`src/rtl/windowed_peak_rms_meter_defines.svh`:
```
// Assertion macros for the windowed peak and RMS meter.
`ifndef WINDOWED_PEAK_RMS_METER_DEFINES_SVH
`define WINDOWED_PEAK_RMS_METER_DEFINES_SVH

// Same-cycle implication, sampled on clk, off while arst_n is low.
`define WPRM_ASSERT_NOW(label, ante, cons, msg) \
	label: assert property (@(posedge clk) disable iff (!arst_n) (ante) |-> (cons)) \
		else $error(msg);

// Next-cycle implication, sampled on clk, off while arst_n is low.
`define WPRM_ASSERT_NEXT(label, ante, cons, msg) \
	label: assert property (@(posedge clk) disable iff (!arst_n) (ante) |=> (cons)) \
		else $error(msg);

`endif

```
`src/rtl/wprm_pkg.sv`:
```
// Shared types and constants of the windowed peak and RMS meter.
`timescale 1ns / 1ps

package wprm_pkg;

	localparam int SAMPLE_W   = 22;
	localparam int POS_W      = 10;
	localparam int LEN_W      = 11;
	localparam int SCALED_W   = 13;
	localparam int SQUARE_W   = 26;
	localparam int TOTAL_W    = 35;
	localparam int RECIP_W    = 23;
	localparam int PROD_W     = SAMPLE_W + RECIP_W;
	localparam int RECIP_SHIFT = 32;
	localparam int RAD_W      = 36;
	localparam int ROOT_W     = RAD_W / 2;
	localparam int REM_W      = ROOT_W + 2;
	localparam int RMS_W      = 13;
	localparam int STEP_W     = 6;

	localparam logic [LEN_W-1:0]   LENGTH_RESET = 11'd500;
	localparam logic [LEN_W-1:0]   MAX_WINDOW   = 11'd1024;
	// ceil(2^32 / 1000); exact floor(s / 1000) for every 22-bit s
	localparam logic [RECIP_W-1:0] RECIP_1000   = 23'd4294968;

	localparam logic [STEP_W-1:0] DIV_LAST  = 6'(TOTAL_W - 1);
	localparam logic [STEP_W-1:0] ROOT_LAST = 6'(ROOT_W - 1);

	typedef enum logic [2:0] {
		ST_IDLE,
		ST_SCALE,
		ST_SQUARE,
		ST_ACCUM,
		ST_DIVIDE,
		ST_ROOT_INIT,
		ST_ROOT,
		ST_PUBLISH
	} state_t;

	typedef struct packed {
		logic accept;
		logic scale;
		logic square;
		logic accum;
		logic div_step;
		logic root_init;
		logic root_step;
		logic out_load;
	} ctrl_cmd_t;

	typedef struct packed {
		logic window_done;
		logic out_busy;
	} ctrl_status_t;

endpackage

```
`src/rtl/wprm_ctrl.sv`:
```
// Sequencer of the meter: steps each sample and the end-of-window divide and root.
`timescale 1ns / 1ps

module wprm_ctrl (
	input  logic                  clk,
	input  logic                  arst_n,
	input  logic                  in_valid,
	output logic                  in_ready,
	input  wprm_pkg::ctrl_status_t status,
	output wprm_pkg::ctrl_cmd_t   cmd
);

	wprm_pkg::state_t state_q, state_d;
	logic [wprm_pkg::STEP_W-1:0] step_q;

	always_ff @(posedge clk or negedge arst_n) begin
		if (!arst_n) begin
			state_q <= wprm_pkg::ST_IDLE;
			step_q  <= '0;
		end else begin
			state_q <= state_d;
			if (state_d != state_q)
				step_q <= '0;
			else
				step_q <= step_q + 1'b1;
		end
	end

	always_comb begin
		state_d = state_q;
		unique case (state_q)
			wprm_pkg::ST_IDLE: begin
				if (in_valid)
					state_d = wprm_pkg::ST_SCALE;
			end
			wprm_pkg::ST_SCALE:  state_d = wprm_pkg::ST_SQUARE;
			wprm_pkg::ST_SQUARE: state_d = wprm_pkg::ST_ACCUM;
			wprm_pkg::ST_ACCUM: begin
				state_d = status.window_done ? wprm_pkg::ST_DIVIDE : wprm_pkg::ST_IDLE;
			end
			wprm_pkg::ST_DIVIDE: begin
				if (step_q == wprm_pkg::DIV_LAST)
					state_d = wprm_pkg::ST_ROOT_INIT;
			end
			wprm_pkg::ST_ROOT_INIT: state_d = wprm_pkg::ST_ROOT;
			wprm_pkg::ST_ROOT: begin
				if (step_q == wprm_pkg::ROOT_LAST)
					state_d = wprm_pkg::ST_PUBLISH;
			end
			wprm_pkg::ST_PUBLISH: begin
				if (!status.out_busy)
					state_d = wprm_pkg::ST_IDLE;
			end
			default: state_d = wprm_pkg::ST_IDLE;
		endcase
	end

	always_comb begin
		cmd      = '0;
		in_ready = 1'b0;
		unique case (state_q)
			wprm_pkg::ST_IDLE: begin
				in_ready   = 1'b1;
				cmd.accept = in_valid;
			end
			wprm_pkg::ST_SCALE:     cmd.scale     = 1'b1;
			wprm_pkg::ST_SQUARE:    cmd.square    = 1'b1;
			wprm_pkg::ST_ACCUM:     cmd.accum     = 1'b1;
			wprm_pkg::ST_DIVIDE:    cmd.div_step  = 1'b1;
			wprm_pkg::ST_ROOT_INIT: cmd.root_init = 1'b1;
			wprm_pkg::ST_ROOT:      cmd.root_step = 1'b1;
			wprm_pkg::ST_PUBLISH:   cmd.out_load  = !status.out_busy;
			default: ;
		endcase
	end

endmodule

```
`src/rtl/wprm_datapath.sv`:
```
// Datapath of the meter: window tracking, square sum, serial divider and root, result register.
`timescale 1ns / 1ps

module wprm_datapath (
	input  logic                          clk,
	input  logic                          arst_n,
	input  logic                          cfg_valid,
	output logic                          cfg_ready,
	input  logic [wprm_pkg::LEN_W-1:0]    cfg_data,
	input  logic [wprm_pkg::SAMPLE_W-1:0] sample,
	input  wprm_pkg::ctrl_cmd_t           cmd,
	output wprm_pkg::ctrl_status_t        status,
	input  logic                          out_ready,
	output logic                          out_valid,
	output logic [wprm_pkg::SAMPLE_W-1:0] peak_to_peak,
	output logic [wprm_pkg::POS_W-1:0]    extreme_distance,
	output logic [wprm_pkg::RMS_W-1:0]    rms_value
);

	localparam int SW = wprm_pkg::SAMPLE_W;
	localparam int PW = wprm_pkg::POS_W;
	localparam int LW = wprm_pkg::LEN_W;
	localparam int TW = wprm_pkg::TOTAL_W;
	localparam int RW = wprm_pkg::RAD_W;
	localparam int QW = wprm_pkg::ROOT_W;
	localparam int MW = wprm_pkg::REM_W;

	logic [LW-1:0] window_length_q;
	logic [PW-1:0] pos_q;
	logic          done_q;
	logic [TW-1:0] total_q;
	logic          out_valid_q;

	logic [SW-1:0] sample_q, lowest_q, highest_q;
	logic [PW-1:0] lowest_pos_q, highest_pos_q;
	logic [wprm_pkg::PROD_W-1:0]   prod_q;
	logic [wprm_pkg::SQUARE_W-1:0] square_q;
	logic [TW-1:0] quot_q;
	logic [LW-1:0] div_rem_q, divisor_q;
	logic [RW-1:0] rad_q;
	logic [MW-1:0] root_rem_q;
	logic [QW-1:0] root_q;
	logic [SW-1:0] p2p_q;
	logic [PW-1:0] dist_q;
	logic [wprm_pkg::RMS_W-1:0] rms_q;

	logic [LW-1:0]   len_eff;
	logic [LW-1:0]   count;
	logic            closes;
	logic [wprm_pkg::SCALED_W-1:0] scaled;
	logic [TW-1:0]   sum;
	logic [LW:0]     div_trial;
	logic            div_ge;
	logic [MW+1:0]   root_trial_rem;
	logic [MW+1:0]   root_trial;
	logic            root_ge;

	assign cfg_ready = 1'b1;

	always_comb begin
		if (window_length_q == '0)
			len_eff = LW'(1);
		else if (window_length_q > wprm_pkg::MAX_WINDOW)
			len_eff = wprm_pkg::MAX_WINDOW;
		else
			len_eff = window_length_q;
	end

	assign count  = {1'b0, pos_q} + LW'(1);
	assign closes = count >= len_eff;
	assign scaled = prod_q[wprm_pkg::PROD_W-1:wprm_pkg::RECIP_SHIFT];
	assign sum    = total_q + TW'(square_q);

	// restoring divide, one quotient bit per step
	assign div_trial = {div_rem_q, quot_q[TW-1]};
	assign div_ge    = div_trial >= {1'b0, divisor_q};

	// digit-by-digit root, two radicand bits per step
	assign root_trial_rem = {root_rem_q, rad_q[RW-1 -: 2]};
	assign root_trial     = (MW+2)'({root_q, 2'b01});
	assign root_ge        = root_trial_rem >= root_trial;

	always_ff @(posedge clk or negedge arst_n) begin
		if (!arst_n) begin
			window_length_q <= wprm_pkg::LENGTH_RESET;
			pos_q           <= '0;
			done_q          <= 1'b0;
			total_q         <= '0;
			out_valid_q     <= 1'b0;
		end else begin
			if (cfg_valid)
				window_length_q <= cfg_data;
			if (cmd.accept) begin
				done_q <= closes;
				pos_q  <= closes ? '0 : count[PW-1:0];
			end
			if (cmd.accum)
				total_q <= done_q ? '0 : sum;
			if (cmd.out_load)
				out_valid_q <= 1'b1;
			else if (out_ready)
				out_valid_q <= 1'b0;
		end
	end

	always_ff @(posedge clk) begin
		if (cmd.accept) begin
			sample_q <= sample;
			if (pos_q == '0) begin
				lowest_q      <= sample;
				highest_q     <= sample;
				lowest_pos_q  <= '0;
				highest_pos_q <= '0;
			end else begin
				if (sample < lowest_q) begin
					lowest_q     <= sample;
					lowest_pos_q <= pos_q;
				end
				if (sample > highest_q) begin
					highest_q     <= sample;
					highest_pos_q <= pos_q;
				end
			end
		end
		if (cmd.scale)
			prod_q <= wprm_pkg::PROD_W'(sample_q) * wprm_pkg::PROD_W'(wprm_pkg::RECIP_1000);
		if (cmd.square)
			square_q <= wprm_pkg::SQUARE_W'(scaled) * wprm_pkg::SQUARE_W'(scaled);
		if (cmd.accum) begin
			quot_q    <= sum;
			div_rem_q <= '0;
			divisor_q <= len_eff;
		end
		if (cmd.div_step) begin
			quot_q    <= {quot_q[TW-2:0], div_ge};
			div_rem_q <= div_ge ? LW'(div_trial - {1'b0, divisor_q}) : div_trial[LW-1:0];
		end
		if (cmd.root_init) begin
			rad_q      <= RW'(quot_q);
			root_rem_q <= '0;
			root_q     <= '0;
		end
		if (cmd.root_step) begin
			rad_q      <= {rad_q[RW-3:0], 2'b00};
			root_q     <= {root_q[QW-2:0], root_ge};
			root_rem_q <= root_ge ? MW'(root_trial_rem - root_trial) : MW'(root_trial_rem);
		end
		if (cmd.out_load) begin
			p2p_q  <= highest_q - lowest_q;
			dist_q <= (highest_pos_q >= lowest_pos_q) ? highest_pos_q - lowest_pos_q
			                                          : lowest_pos_q - highest_pos_q;
			rms_q  <= root_q[wprm_pkg::RMS_W-1:0];
		end
	end

	assign status.window_done = done_q;
	assign status.out_busy    = out_valid_q;

	assign out_valid        = out_valid_q;
	assign peak_to_peak     = p2p_q;
	assign extreme_distance = dist_q;
	assign rms_value        = rms_q;

endmodule

```
`src/rtl/windowed_peak_rms_meter.sv`:
```
// Windowed peak-to-peak and RMS meter, top level.
//
// Each sample beat on s_axis is accepted, scaled to millivolts by reciprocal multiply,
// squared and added into the window sum, all in sequence on one datapath, before the
// next beat is taken. The sample that closes a window holds off the next beat further
// through 35 steps of the bit-serial divide by the window length, a radicand load and
// 18 steps of the two-bit-per-step square root, then the load of the result, and longer
// if the previous result beat is still waiting on m_axis. A finished result sits in an
// output register, so sampling goes on while it waits. The window length is written on
// the cfg channel, always ready; 0 acts as 1 and values above 1024 act as 1024.
`timescale 1ns / 1ps
`include "windowed_peak_rms_meter_defines.svh"

module windowed_peak_rms_meter (
	input  logic        clk,
	input  logic        arst_n,
	input  logic        cfg_valid,
	output logic        cfg_ready,
	input  logic [10:0] cfg_data,      // window_length
	input  logic        s_axis_tvalid,
	output logic        s_axis_tready,
	input  logic [23:0] s_axis_tdata,  // [21:0] sample, [23:22] zero
	output logic        m_axis_tvalid,
	input  logic        m_axis_tready,
	output logic [47:0] m_axis_tdata   // [21:0] peak_to_peak, [31:22] extreme_distance,
	                                   // [44:32] rms_value, [47:45] zero
);

	wprm_pkg::ctrl_cmd_t    cmd;
	wprm_pkg::ctrl_status_t status;

	logic [wprm_pkg::SAMPLE_W-1:0] peak_to_peak;
	logic [wprm_pkg::POS_W-1:0]    extreme_distance;
	logic [wprm_pkg::RMS_W-1:0]    rms_value;

	wprm_ctrl u_ctrl (
		.clk      (clk),
		.arst_n   (arst_n),
		.in_valid (s_axis_tvalid),
		.in_ready (s_axis_tready),
		.status   (status),
		.cmd      (cmd)
	);

	wprm_datapath u_datapath (
		.clk              (clk),
		.arst_n           (arst_n),
		.cfg_valid        (cfg_valid),
		.cfg_ready        (cfg_ready),
		.cfg_data         (cfg_data),
		.sample           (s_axis_tdata[wprm_pkg::SAMPLE_W-1:0]),
		.cmd              (cmd),
		.status           (status),
		.out_ready        (m_axis_tready),
		.out_valid        (m_axis_tvalid),
		.peak_to_peak     (peak_to_peak),
		.extreme_distance (extreme_distance),
		.rms_value        (rms_value)
	);

	assign m_axis_tdata = {3'b000, rms_value, extreme_distance, peak_to_peak};

	`WPRM_ASSERT_NEXT(a_one_sample_in_flight, s_axis_tvalid && s_axis_tready, !s_axis_tready, "sample beat taken while previous sample still in work")
	`WPRM_ASSERT_NOW(a_no_result_overwrite, cmd.out_load, !m_axis_tvalid, "result register loaded while holding an untaken beat")
	`WPRM_ASSERT_NOW(a_rms_in_range, m_axis_tvalid, m_axis_tdata[44:32] <= 13'd4194, "rms_value above largest millivolt reading")

endmodule

```
`config.mk`:
```
export PLATFORM = sky130hd
export DESIGN_NAME = windowed_peak_rms_meter
export DESIGN_NICKNAME = d
export VERILOG_FILES = /design/src/rtl/wprm_pkg.sv /design/src/rtl/wprm_ctrl.sv /design/src/rtl/wprm_datapath.sv /design/src/rtl/windowed_peak_rms_meter.sv
export VERILOG_INCLUDE_DIRS = /design/src /design/src/rtl
export SDC_FILE = /design/constraint.sdc
export NUM_CORES = 1
export LEC_CHECK = 0
export ABC_AREA = 0
export BUFFER_PORTS_ARGS = -buffer_cell sky130_fd_sc_hd__buf_2
export CORE_AREA = 2 2 271 193
export CTS_BUF_LIST = sky130_fd_sc_hd__clkbuf_8
export CTS_CLUSTER_DIAMETER = 120
export DETAILED_ROUTE_END_ITERATION = 12
export DIE_AREA = 0 0 273 195
export PLACE_DENSITY = 0.84
export SYNTH_ARGS = -nofsm -noshare
export SYNTH_HDL_FRONTEND = slang
export SYNTH_SLANG_ARGS = --single-unit
```
`constraint.sdc`:
```
create_clock -name clk -period 5.3 [get_ports clk]
set_input_delay 1.06 -clock clk [delete_from_list [all_inputs] [get_ports clk]]
set_output_delay 1.06 -clock clk [all_outputs]
set_load 0.05 [all_outputs]
```
==> results.py, run 1 <==
metrics = {
    "logic_synthesis": {
        "avgSynthCellArea_sq_um": 10.6,
        "ys_ff_latch": 367,
        "yosysSeqAreaShare": 0.362,
        "async_flop_share": 0.183,
        "netlist_top_cells_count": "inv_1, ha_1, edfxtp_1, nand2_1, fa_1",
        "synth_top_area_frac": 0.303,
        "syn_inst": 2795,
        "yosys-top-cells-area": "edfxtp_1, ha_1, fa_1",
        "synth_top_area_cell": "edfxtp_1",
        "synth_edf_count": 298,
        "synth_warnings": 0,
        "ys.flop_type": "edfxtp_1",
        "synth_cell_types": 81,
        "yosysMostFrequentCell": "inv_1",
        "synth_area_sq_mm": 0.0295,
    },
    "clock_network": {
        "cts_num_sinks": 367,
        "clk_latency_ns": 0.64,
        "numCtsBuffers": 55,
        "path_clk_slew_ns": 0.07,
        "cts_tree": "built",
        "clockRootBuffer": "clkbuf_8",
        "h-tree-depth": 2,
        "cts_buffer_depth": 3,
        "postCtsHoldBufs": 0,
    },
    "setup_path": {
        "crit_chain": "ha_1, ha_2, inv_2, fa_2, fa_1, inv_2, fa_1, fa_1, inv_1, fa_1, inv_2, ha_4, nand4_1, nor2_1, a31oi_1, a31oi_2, o31a_1, a221oi_4, o211ai_1, buf_4, a221oi_4, xnor2_1",
        "cp_data_arrival_time_ns": 6.22,
        "start_kind": "register",
        "crit_type": "reg2reg",
        "crit_fanout": 3,
        "crit_path_frequent_cell": "fa_1",
        "critPathSlowestCell": "fa_1",
        "path_buf_inv": 5,
        "worstPathRequired_ns": 5.65,
        "cp_top_family": "adder cells",
        "slowest_delay_ns": 0.53,
        "end_kind": "register",
    },
    "timing": {
        "setup_ws_ns": -0.565,
        "fin_skew_ns": 0.0388,
        "setup_tns_ns": -6.98,
        "rsz0062_at_grt": "true",
        "worstMarginPinSlew_ns": 1.17,
        "period_minus_slack_ns": 5.86,
        "period_share": 1.11,
        "fmax_mhz": 171,
        "setup_viol_count_final": 21,
        "slew_headroom": 0.217,
        "slew_violations": 0,
        "hold_viol": 0,
    },
    "final_layout": {
        "drive_gt1_frac": 0.160,
        "area_growth_pct": 14.1,
        "nets": 3689,
    },
    "floorplan": {
        "die_h_um": 195,
        "dieArea_sq_mm": 0.0532,
        "core_sq_mm": 0.0504,
        "start_util": 0.585,
        "fp.dieW_um": 273,
        "fp-row-count": 69,
        "ios": 91,
    },
    "grt": {
        "overflow": 0,
        "grtUsageTotal": 0.257,
        "grt_max_degree": 68,
        "grt_pass1_wl_mm": 111,
        "antenna_found_initial": 5,
        "grt_pass1_vias": 22691,
    },
    "detailed_routing": {
        "vias_per_cell": 5.73,
        "drc": 0,
        "wl_per_cell_um": 18.2,
        "dr.pass1.iters": 6,
        "ant_nets": 0,
        "finalWirelength_mm": 68.6,
        "num_vias": 21625,
        "drtIter0Drc": 1666,
    },
    "place": {
        "place.port_buffers": 84,
        "dp_hpwl_mm": 51.7,
        "gp_congestion": 0.922,
        "dpl_worst_slack_ns": -0.663,
    },
    "run_status": {
        "violations": "setup timing",
        "outcome": "complete, but fails checks",
    },
    "run": {
        "cap_viol_max_count": 0,
    },
    "worst_hold_path": {
        "hold_path.class": "reg2reg",
    },
}
## metal layers
layer / GRT usage / up-vias / part of all wire
met5: 0 / - / 0
met1: 0.344 / 10658 / 0.42
met4: 0.0856 / 0 / 0.029
met3: 0.0374 / 165 / 0.065
met2: 0.432 / 795 / 0.49
li1: - / 10007 / -
## repair_timing
item / 4_1_cts / 5_1_grt
endpoints found under the setup margin: 20 / 23
hold endpoints to repair: 0 / 0
resized for setup: 55 / 43
setup buffers: 20 / 16
pin swaps: 68 / 50
## cells by family after synthesis
kind of cell	share of synthesized area
other	0.000254
AND/OR/NAND/NOR	0.0879
multiplexers	0.0171
buffers and inverters	0.0759
AO/OA/AOI/OAI	0.111
flip-flops	0.362
adder cells (fa/ha/maj)	0.307
XOR/XNOR	0.0395
## registers in the layout, summed over array words and instances, names as in the netlist
name	cells
u_datapath.root_rem_q	20
u_datapath.square_q	25
u_datapath.out_valid	1
u_datapath.divisor_q	11
u_datapath.extreme_distance	10
u_datapath.pos_q	10
u_datapath.peak_to_peak	22
u_datapath.rad_q	36
u_datapath.lowest_q	22
u_datapath.lowest_pos_q	10
u_datapath.quot_q	35
u_ctrl.step_q	6
u_ctrl.state_q	3
u_datapath.done_q	1
u_datapath.total_q	35
u_datapath.rms_value	13
u_datapath.prod_q	13
u_datapath.highest_q	22
u_datapath.sample_q	22
u_datapath.window_length_q	11
u_datapath.highest_pos_q	10
u_datapath.div_rem_q	11
u_datapath.root_q	18
## final cells by class
class                   count  area, sq um
diodes                      8         20.0
clock buffers              60          826
clock inverters            43          299
fillers                  3513        16800
inverters                 513         1930
multi-input cells        1839        17200
flip-flops and latches    367        10700
well taps                 674          843
repair buffers            269         1890
## cells in the final DEF (no fill, tap or decap), drive strengths merged, types with 16 or more instances in the layout
cell type | netlist | layout
and2 | 43 | 43
clkbuf | 67 | 60
dfrtp | 61 | 61
a21o | 57 | 57
xor2 | 52 | 52
o31ai | 22 | 22
ha | 404 | 404
buf | 11 | 269
o21ai | 110 | 110
nand2b | 19 | 19
a31oi | 21 | 21
edfxtp | 298 | 298
nor2b | 27 | 27
mux2 | 16 | 16
xnor2 | 81 | 81
nor3 | 21 | 21
fa | 200 | 200
and3 | 20 | 20
mux2i | 32 | 32
nand3 | 26 | 26
nand4 | 27 | 27
nand2 | 212 | 212
inv | 513 | 537
o21a | 17 | 17
nor2 | 135 | 135
a21oi | 134 | 134
a22o | 41 | 41
## per-stage QoR
step,hold slack [ns],area [sq um],utilization,cells
5_1_grt,0.465,33600,0.667,3770
3_5_place_dp,0.433,31900,0.632,3629
2_1_floorplan,0.426,29700,-,2797
4_1_cts,0.451,33300,0.661,3750
3_3_place_gp,0.435,31900,0.632,3629
6_report,0.451,33700,0.668,3773
## final timing paths
path	start	end	slack [ns]	cells past startpoint
max	u_datapath.sample_q[3]	u_datapath.prod_q[43]	-0.56	22
min	u_datapath.root_q[8]	u_datapath.rms_value[8]	0.45	0
max reg2reg	u_datapath.sample_q[3]	u_datapath.prod_q[43]	-0.56	22
min reg2reg	u_datapath.root_q[8]	u_datapath.rms_value[8]	0.45	0
max in group asynchronous	arst_n	u_datapath.pos_q[5]	4.03	2
min in group asynchronous	arst_n	u_datapath.total_q[6]	0.62	2
Power of run 1 is left out: the tool's default activity adds up to more than one toggle a clock period on the data nets, which glitch-free logic cannot reach.
==> inputs of run 2 (changes only) <==
--- a/config.mk
+++ b/config.mk
@@ -8,12 +8,12 @@
 export LEC_CHECK = 0
 export ABC_AREA = 0
 export BUFFER_PORTS_ARGS = -buffer_cell sky130_fd_sc_hd__buf_2
-export CORE_AREA = 2 2 271 193
+export CORE_AREA = 2 2 294 209
 export CTS_BUF_LIST = sky130_fd_sc_hd__clkbuf_8
 export CTS_CLUSTER_DIAMETER = 120
 export DETAILED_ROUTE_END_ITERATION = 12
-export DIE_AREA = 0 0 273 195
-export PLACE_DENSITY = 0.84
+export DIE_AREA = 0 0 296 211
+export PLACE_DENSITY = 0.74
 export SYNTH_ARGS = -nofsm -noshare
 export SYNTH_HDL_FRONTEND = slang
 export SYNTH_SLANG_ARGS = --single-unit
==> run 2 against run 1 <==
Compared with the run above:
- the run still ends with setup timing left
- final area about the same
- register-to-register slack better by 0.02 ns
- via count is 3.2% lower
- clock-buffer cell count rose by 2
- first-iteration DRC count down 14%
- non-clock buffer count shrank 7
- sequential share of layout area hardly changed
==> results.py, run 2 (synthesis gave the netlist of run 1 again) <==
metrics = {
    "detailed_routing": {
        "vias_per_cell": 5.38,
        "finalWirelength_mm": 65.3,
        "ant_nets": 0,
        "num_vias": 20940,
        "drc": 0,
        "drtIter0Drc": 1433,
        "dr.pass1.iters": 6,
        "wl_per_cell_um": 16.8,
    },
    "setup_path": {
        "cp_data_arrival_time_ns": 6.20,
        "end_kind": "register",
        "worstPathRequired_ns": 5.66,
        "start_kind": "register",
        "crit_type": "reg2reg",
        "crit_fanout": 3,
        "worstRegToRegCells": 22,
    },
    "floorplan": {
        "start_util": 0.496,
        "die_h_um": 211,
        "dieArea_sq_mm": 0.0625,
        "core_sq_mm": 0.0595,
        "fp-row-count": 75,
        "ios": 91,
        "fp.dieW_um": 296,
    },
    "place": {
        "dp_hpwl_mm": 50.8,
        "gp_congestion": 0.905,
        "place.port_buffers": 84,
    },
    "grt": {
        "grt_max_degree": 73,
        "grtUsageTotal": 0.212,
        "overflow": 0,
        "antenna_found_initial": 5,
        "grt_pass1_wl_mm": 108,
        "grt_pass1_vias": 21732,
    },
    "clock_network": {
        "cts_buffer_depth": 3,
        "path_clk_slew_ns": 0.07,
        "cts_tree": "built",
        "clockRootBuffer": "clkbuf_8",
        "h-tree-depth": 2,
        "numCtsBuffers": 54,
        "postCtsHoldBufs": 0,
        "cts_num_sinks": 367,
        "clk_latency_ns": 0.64,
    },
    "timing": {
        "hold_viol": 0,
        "setup_viol_count_final": 21,
        "worstMarginPinSlew_ns": 1.22,
        "timing.hold.ws_ns": 0.447,
        "setup_ws_ns": -0.546,
        "slew_violations": 0,
        "period_share": 1.10,
        "period_minus_slack_ns": 5.85,
        "fmax_mhz": 171,
        "fin_skew_ns": 0.0328,
        "rsz0062_at_grt": "true",
        "slew_headroom": 0.187,
    },
    "final_layout": {
        "drive_gt1_frac": 0.155,
        "multi_input_area_sq_mm": 0.0171,
        "mostFrequentLayoutCells": "inv_1, ha_1, edfxtp_1",
        "regArea_sq_mm": 0.0107,
        "reg_top3": "u_datapath.rad_q (36), u_datapath.quot_q (35), u_datapath.total_q (35)",
        "largest_register_ffs": 36,
        "fill_cells": 4969,
        "area_growth_pct": 13.9,
        "nets": 3681,
        "final_common_cell": "inv_1",
        "regMostFlops": "u_datapath.rad_q",
    },
    "worst_hold_path": {
        "holdPathStages": 0,
        "hold_path.class": "reg2reg",
    },
    "run_status": {
        "outcome": "complete, but fails checks",
        "violations": "setup timing",
    },
    "run": {
        "cap_viol_max_count": 0,
    },
}
==> run 2: changes by cell type in the layout (fill, tap and decap cells not counted), moves of 3 or more <==
| cell | change |
|---|---|
| diode_2 | -6 |
| ha_1 | +4 |
| ha_2 | -3 |
| buf_6 | -8 |
| and2_4 | -3 |
| and2_1 | +3 |
| clkinv_1 | +3 |
| inv_1 | -4 |
==> run 2: metal layers <==
layer | vias to the layer above | GRT usage | wire (um) | part of all wire
met5 | - | 0 | 13 | 0.00020
met1 | 10342 | 0.298 | 30200 | 0.46
met2 | 515 | 0.341 | 30300 | 0.46
met4 | 2 | 0.0575 | 1350 | 0.021
met3 | 103 | 0.0356 | 3390 | 0.052
li1 | 9978 | - | - | -
==> run 2: critical path: stages, from the launching register on <==
cell and delay (ns):
edfxtp_1 0.44, ha_1 0.35, ha_4 0.14, inv_2 0.04
fa_2 0.33, fa_1 0.49, inv_1 0.05, fa_1 0.48
fa_1 0.52, inv_2 0.05, fa_1 0.49, inv_2 0.06
ha_4 0.23, nand4_1 0.11, buf_4 0.14, nor2_1 0.03
a31oi_1 0.18, a31oi_2 0.17, o31a_1 0.33, a221oi_4 0.29
o211ai_1 0.20, a221oi_2 0.32, xnor2_1 0.11
==> run 2: cell type report <==
type | count | share of cell area
Multi-Input combinational cell | 1839 | 0.510
Tap cell | 808 | 0.0301
Clock buffer | 62 | 0.0254
Antenna cell | 2 | 0.000149
Sequential cell | 367 | 0.317
Clock inverter | 39 | 0.00666
Inverter | 513 | 0.0573
Timing Repair Buffer | 262 | 0.0534
==> run 2: path summary, 6_finish.rpt <==
path / start / endpoint / slack [ns]
min in group asynchronous: arst_n / u_datapath.total_q[3] / 0.48
min reg2reg: u_datapath.root_q[9] / u_datapath.rms_value[9] / 0.45
min: u_datapath.root_q[9] / u_datapath.rms_value[9] / 0.45
max: u_datapath.sample_q[3] / u_datapath.prod_q[43] / -0.55
max in group asynchronous: arst_n / u_datapath.done_q / 3.77
max reg2reg: u_datapath.sample_q[3] / u_datapath.prod_q[43] / -0.55
==> run 2: repair_timing <==
item                                   4_1_cts  5_1_grt
endpoints found under the hold margin        0        0
resized for setup                           51       32
setup endpoints to repair                   22       23
pin swaps                                   54       17
buffers inserted                            22        3
==> run 2: through the flow <==
step | instance area, sq um | std cells | setup WS, ns | setup TNS [ns] | util
2_1_floorplan | 29700 | 2797 | -0.121 | -0.519 | -
3_3_place_gp | 32000 | 3767 | -0.570 | -6.57 | 0.539
3_5_place_dp | 32000 | 3767 | -0.642 | -7.84 | 0.539
4_1_cts | 33500 | 3887 | -0.501 | -5.22 | 0.562
5_1_grt | 33600 | 3892 | -0.799 | -11.05 | 0.565
6_report | 33600 | 3892 | -0.546 | -6.07 | 0.565
Power of run 2 is left out for the same reason.
